`config.mk`:
```
export PLATFORM = sky130hd
export DESIGN_NAME = sud_prep
export DESIGN_NICKNAME = d
export VERILOG_FILES = /design/src/rtl/sud_pkg.sv /design/src/rtl/sud_prep.sv
export SDC_FILE = /design/constraint.sdc
export NUM_CORES = 1
export LEC_CHECK = 0
export BUFFER_PORTS_ARGS = -buffer_cell sky130_fd_sc_hd__buf_2
export CAP_MARGIN = 20
export CORE_AREA = 2 2 126 128
export CTS_CLUSTER_SIZE = 30
export DETAILED_ROUTE_END_ITERATION = 8
export DIE_AREA = 0 0 128 130
export GPL_TIMING_DRIVEN = 0
export MAX_ROUTING_LAYER = met4
export PLACE_DENSITY_LB_ADDON = 0.2
export REMOVE_ABC_BUFFERS = 1
export SLEW_MARGIN = 30
export SYNTH_ARGS = -nofsm -noshare
export SYNTH_HDL_FRONTEND = slang
export SYNTH_SLANG_ARGS = --single-unit
```
`constraint.sdc`:
```
create_clock -name clk -period 2.6 [get_ports clk]
set_input_delay 0.78 -clock clk [delete_from_list [all_inputs] [get_ports clk]]
set_output_delay 0.78 -clock clk [all_outputs]
set_load 0.02 [all_outputs]
```
`src/rtl/sud_pkg.sv`:
```
// Shared types and operation codes for the pipelined restoring divider.
package sud_pkg;

  // Operation codes carried on the op port.
  typedef enum logic [1:0] {
    OP_UDIV = 2'd0,
    OP_UREM = 2'd1,
    OP_SDIV = 2'd2,
    OP_SREM = 2'd3
  } op_code_t;

  // Control that travels down the pipeline beside each transaction.
  typedef struct packed {
    logic valid;
    logic sel_rem;
    logic neg_res;
  } sud_ctl_t;

endpackage

```
`src/rtl/sud_prep.sv`:
```
// Input stage: takes operand magnitudes and decodes the operation.
module sud_prep import sud_pkg::*; #(
  parameter int WIDTH = 64
) (
  input  logic             clk,
  input  logic             rst,
  input  logic             accept,
  input  logic [1:0]       op,
  input  logic [WIDTH-1:0] dividend,
  input  logic [WIDTH-1:0] divisor,
  output sud_ctl_t         ctl_out,
  output logic [WIDTH-1:0] rem_out,
  output logic [WIDTH-1:0] shq_out,
  output logic [WIDTH-1:0] dsr_out
);

  op_code_t         opc;
  logic             is_signed;
  logic             nneg;
  logic             dneg;
  sud_ctl_t         ctl_next;
  logic [WIDTH-1:0] mag_n;
  logic [WIDTH-1:0] mag_d;

  // Decode the operation and take magnitudes of signed operands.
  always_comb begin
    opc              = op_code_t'(op);
    is_signed        = (opc == OP_SDIV) || (opc == OP_SREM);
    nneg             = is_signed & dividend[WIDTH-1];
    dneg             = is_signed & divisor[WIDTH-1];
    mag_n            = nneg ? (-dividend) : dividend;
    mag_d            = dneg ? (-divisor) : divisor;
    ctl_next.valid   = accept;
    ctl_next.sel_rem = (opc == OP_UREM) || (opc == OP_SREM);
    ctl_next.neg_res = ctl_next.sel_rem ? nneg : (nneg ^ dneg);
  end

  // Valid flag is cleared at reset.
  always_ff @(posedge clk) begin
    if (rst) begin
      ctl_out.valid <= 1'b0;
    end else begin
      ctl_out.valid <= ctl_next.valid;
    end
  end

  // Payload registers load every cycle.
  always_ff @(posedge clk) begin
    ctl_out.sel_rem <= ctl_next.sel_rem;
    ctl_out.neg_res <= ctl_next.neg_res;
    rem_out         <= '0;
    shq_out         <= mag_n;
    dsr_out         <= mag_d;
  end

endmodule

```
## Word-level counts from Yosys, hierarchy flattened

Index checks and enable logic that the tools add are counted.
W data, S select, Z words.

- Register bits after elaboration: 131
- Bits of input ports: 133
- Output and inout bits: 195

- Bitwise operators: 3
- Muxes and demuxes: 3
- Reduce and logical (&&, ||, !) cells: 2
- Add/subtract/negate cells: 2
- Equality and inequality tests: 3

Operators by type and width:

| cell | number |
|---|---|
| $mux W64 | 2 |
| $neg A64 Y64 | 2 |
| $eq A2 B2 Y1 const B | 2 |
| $and A1 B1 Y1 | 2 |
| $eq A2 B1 Y1 const B | 1 |
| $logic_or A1 B1 Y1 | 2 |
| $mux W1 | 1 |
| $xor A1 B1 Y1 | 1 |

## Longest topological paths before layout

- Depth in word-level cells: 5
- Gate-level depth with buffers: 8

## Worst setup path after synthesis

Ideal clock, no wire load.

- Path kind: input to register
- Start: in dividend[1]
- End: reg shq_out[52]
- Stages: 8
- Slack: 0.060 ns
- Data arrival time: 2.415 ns
- Buffers on the path: 1
- Data required time: 2.475 ns
- Cell sequence: inv_1 > ha_1 > nor3b_1 > nand4_2 > nor4_4 > buf_4 > a31oi_1 > xor2_1

- Word-level cells in the longest chain between the ends: 2

Ends and longest elaborated chain:

| what | RTL line | text |
|---|---|---|
| from (decl) | sud_prep.sv:9 | `input logic [WIDTH-1:0] dividend,` |
| $neg A64 Y64 | sud_prep.sv:31 | `mag_n = nneg ? (-dividend) : dividend;` |
| $mux W64 | sud_prep.sv:31 |  |
| via mag_n[52] | sud_prep.sv:22 | `logic [WIDTH-1:0] mag_n;` |
| to (signal assigned) | sud_prep.sv:52 | `shq_out <= mag_n;` |
| to (decl) | sud_prep.sv:13 | `output logic [WIDTH-1:0] shq_out,` |

The timed path passes the listed nets, and every way through them passes these cells.
A chain may end at the register's enable or synchronous reset.

## Final worst setup path

- Start: in dividend[0]
- End: reg shq_out[55]

Same word-level chain as after synthesis.

==> flow_summary_export.csv <==
group,metric,value,unit
cells_and_area,nFillCells,1507,
setup_path,crit_arrival,2.78,ns
logic_synthesis,ys_top_cells_by_area,"dfxtp_1, xor2_1, buf_4, xnor2_1, a21oi_1",
clock_tree,cts_tree,"yes",
cells_and_area,final_util,52.32,%
power,p_leak,3.815,nW
timing,max-slew-margin-rel,49.46,%
drt,vias_per_cell,4.765,
timing,maxSlewViolCount,0,
logic_synthesis,syn_area,6108,um^2
power,combPwrFrac,19.1,%
status,outcome,"finished, final reports clean",
floorplan,boundaryPins,328,
floorplan,dieHeight,130,um
logic_synthesis,synth_ff_type,"dfxtp_1",
place,dp_slack,-0.7354,ns
timing,setup_viol,0,
power,clockPowerShare,40.5,%
setup_path,cp_data_required_time,2.89,ns
power,irDropWorstVdd,0.0003915,V
drt,wire_per_inst,14.54,um
min_path,hold_end,"ctl_out[1]",
logic_synthesis,yosys-top-cells-count,"dfxtp_1, xor2_1, buf_4",
min_path,hold_class,"in2reg",
grt,grt_usage,19.64,%
timing,period_needed,2.494,ns
place,gp_congestion,0.8703,
grt,grt_pass1_wl,24.72,mm
place,post-place-cells,1105,
timing,rsz0062_at_grt,"no",
clock_tree,clk_path_buf_depth,2,
drt,drt_iter0_markers,225,
run,maxCapViolations,0,
floorplan,fp.dieW,128,um
drt,drc,0,
power,p_per_area,695.2,nW/um^2
min_path,worst_hold_startpoint,"op[0]",
timing,fmax,400.9,MHz
logic_synthesis,yosysMostFrequentCell,"dfxtp_1",
logic_synthesis,synth_seq_area_share,42.93,%
grt,grt_max_degree,38,
setup_path,crit_path_start_kind,"input pin",
cells_and_area,nNetsFinal,1069,
power,intPower,3.986,mW
setup_path,path_max_fanout,13,
drt,ant_nets,0,
place,dp_hpwl,12.93,mm
floorplan,core,15420,um^2
logic_synthesis,ys_seq_elements,131,
timing,worst_slew_pin_slew,0.7511,ns
clock_tree,htree_levels,4,
logic_synthesis,syn_area_per_cell,9.213,um^2
clock_tree,cts.clk_slew.worst_paths,0.05,ns
clock_tree,cts_num_sinks,131,
power,swShare,28.95,%
drt,drt_pass1_iterations,5,
power,net-switching-power,1.624,mW
logic_synthesis,synthArstFlopShare,0,%
grt,antenna_found_initial,1,
floorplan,placementRows,46,
place,io_buffers,263,
timing,setup_ws,0.1059,ns
clock_tree,root_buffer,"clkbuf_16",
clock_tree,numCtsBuffers,17,
power,power,5.610,mW
drt,drt_wl_total,16.57,mm
logic_synthesis,yosysWarnings,0,
timing,final_hold_viol_count,0,
floorplan,start_util,39.60,%
cells_and_area,area_growth,32.12,%
setup_path,cp-end-kind,"flop",
grt,grt_pass1_vias,4973,
logic_synthesis,synth-edff-count,0,
grt,grt_overflow,0,
logic_synthesis,yosysTopAreaCell,"dfxtp_1",
cells_and_area,instances_no_fill,1139,
clock_tree,ctsHoldBuffers,0,
logic_synthesis,syn_inst,663,
floorplan,die_area,16640,um^2
timing,period_share,95.93,%
power,seqPwrFrac,40.4,%
setup_path,worst-setup-path-type,"in2reg",
logic_synthesis,ys_types,43,
min_path,hold_path_depth,1,
cells_and_area,drive_gt1_share,34.36,%
drt,vias,5427,
logic_synthesis,yosysTopAreaCellShare,42.93,%
[how the worst max path moves through the flow]
stage                      startpoint          end  slack, ns  cells after the start
final                     dividend[0]  shq_out[55]       0.11                      7
after global routing      divisor[10]  dsr_out[61]       0.01                      7
after CTS                 dividend[1]  shq_out[56]       0.03                      9
after detailed placement  dividend[1]  shq_out[56]      -0.74                      8
after global placement    divisor[19]  dsr_out[42]      -1.65                      6
after floorplan           divisor[18]  dsr_out[60]      -0.18                      5
[metrics by stage]
stage / setup TNS [ns] / cell area [um^2] / hold slack, ns
CTS: 0 / 8044 / 0.4713
global route: 0 / 8070 / 0.4779
finish: 0 / 8070 / 0.4894
global placement: -56.16 / 7345 / 0.9094
floorplan: -2.356 / 5788 / 0.8077
detailed placement: -29.59 / 7428 / 0.9068
[layout make-up]
| cell class | instances | area, um^2 | share of cell area, % |
|---|---|---|---|
| clock buffer | 22 | 484.2 | 6.000 |
| timing repair buffer | 270 | 1424 | 17.64 |
| multi-input combinational | 498 | 3157 | 39.12 |
| inverter | 16 | 60.06 | 0.7442 |
| tap | 192 | 240.2 | 2.977 |
| sequential | 131 | 2623 | 32.50 |
| antenna | 1 | 2.502 | 0.03101 |
| clock inverter | 9 | 80.08 | 0.9922 |
[layout by cell type (no fill, tap or decap), types with 4 or more instances in the layout]
cell	count
buf_2	264
xor2_1	89
o31ai_1	8
a21oi_1	49
nor2_1	64
clkinvlp_4	4
clkinv_2	4
clkbuf_8	4
nand4_1	8
or3_1	9
clkbuf_16	17
nand3_1	6
nand2_1	18
inv_1	16
or4_1	4
nor4_2	5
dfxtp_1	131
a31oi_1	26
nor4_1	17
nor3_1	35
a41oi_1	7
conb_1	64
and2_1	4
xnor2_1	34
o21ai_0	11
[power by group through the flow]
stage / registers, mW / clock network [mW] / logic (mW)
final: 2.27 / 2.27 / 1.07
after global routing: 2.29 / 2.42 / 1.16
after CTS: 2.27 / 2.34 / 1.07
after detailed placement: 2.31 / 0 / 1.07
after global placement: 2.31 / 0 / 1.06
after floorplan: 2.59 / 0 / 0.340
[sequential cells by signal, indices dropped and copies added, names as in the netlist]
register	flops
ctl_out	3
shq_out	64
dsr_out	64
[per-layer routing]
layer	vias to the layer above	GRT usage [%]	part of all wire (%)
met5	-	-	0
met4	0	6.593	1.5
met2	232	32.65	49
met1	2453	22.02	42
li1	2721	-	-
met3	21	7.134	8.2
[critical path: stages]
cell and delay (ns):
buf_2 0.12, nor4_1 0.55, nand4_1 0.49, nor3_4 0.34, buf_12 0.16, a41oi_1 0.14, xor2_1 0.19
[what timing repair did]
item | CTS | global route
resized for setup | 2 | 5
cloned | 0 | 0
setup buffers | 2 | 0
setup endpoints to repair | 28 | 33
pin swaps | 2 | 0
[cell families (layout without fill, tap and decap cells)]
logic type / count (synthesis) / count (layout) / synth area share (%)
buffers and inverters: 97 / 317 / 10.10
other: 1 / 65 / 0.06139
xor gates and xnor gates: 123 / 123 / 17.64
DFF: 131 / 131 / 42.93
adders and majority gates: 2 / 2 / 0.4096
AOI/OAI and AO/OA: 108 / 108 / 10.49
and+or+nand+nor: 201 / 201 / 18.37
No activity file was read; power rests on OpenSTA's default activity.
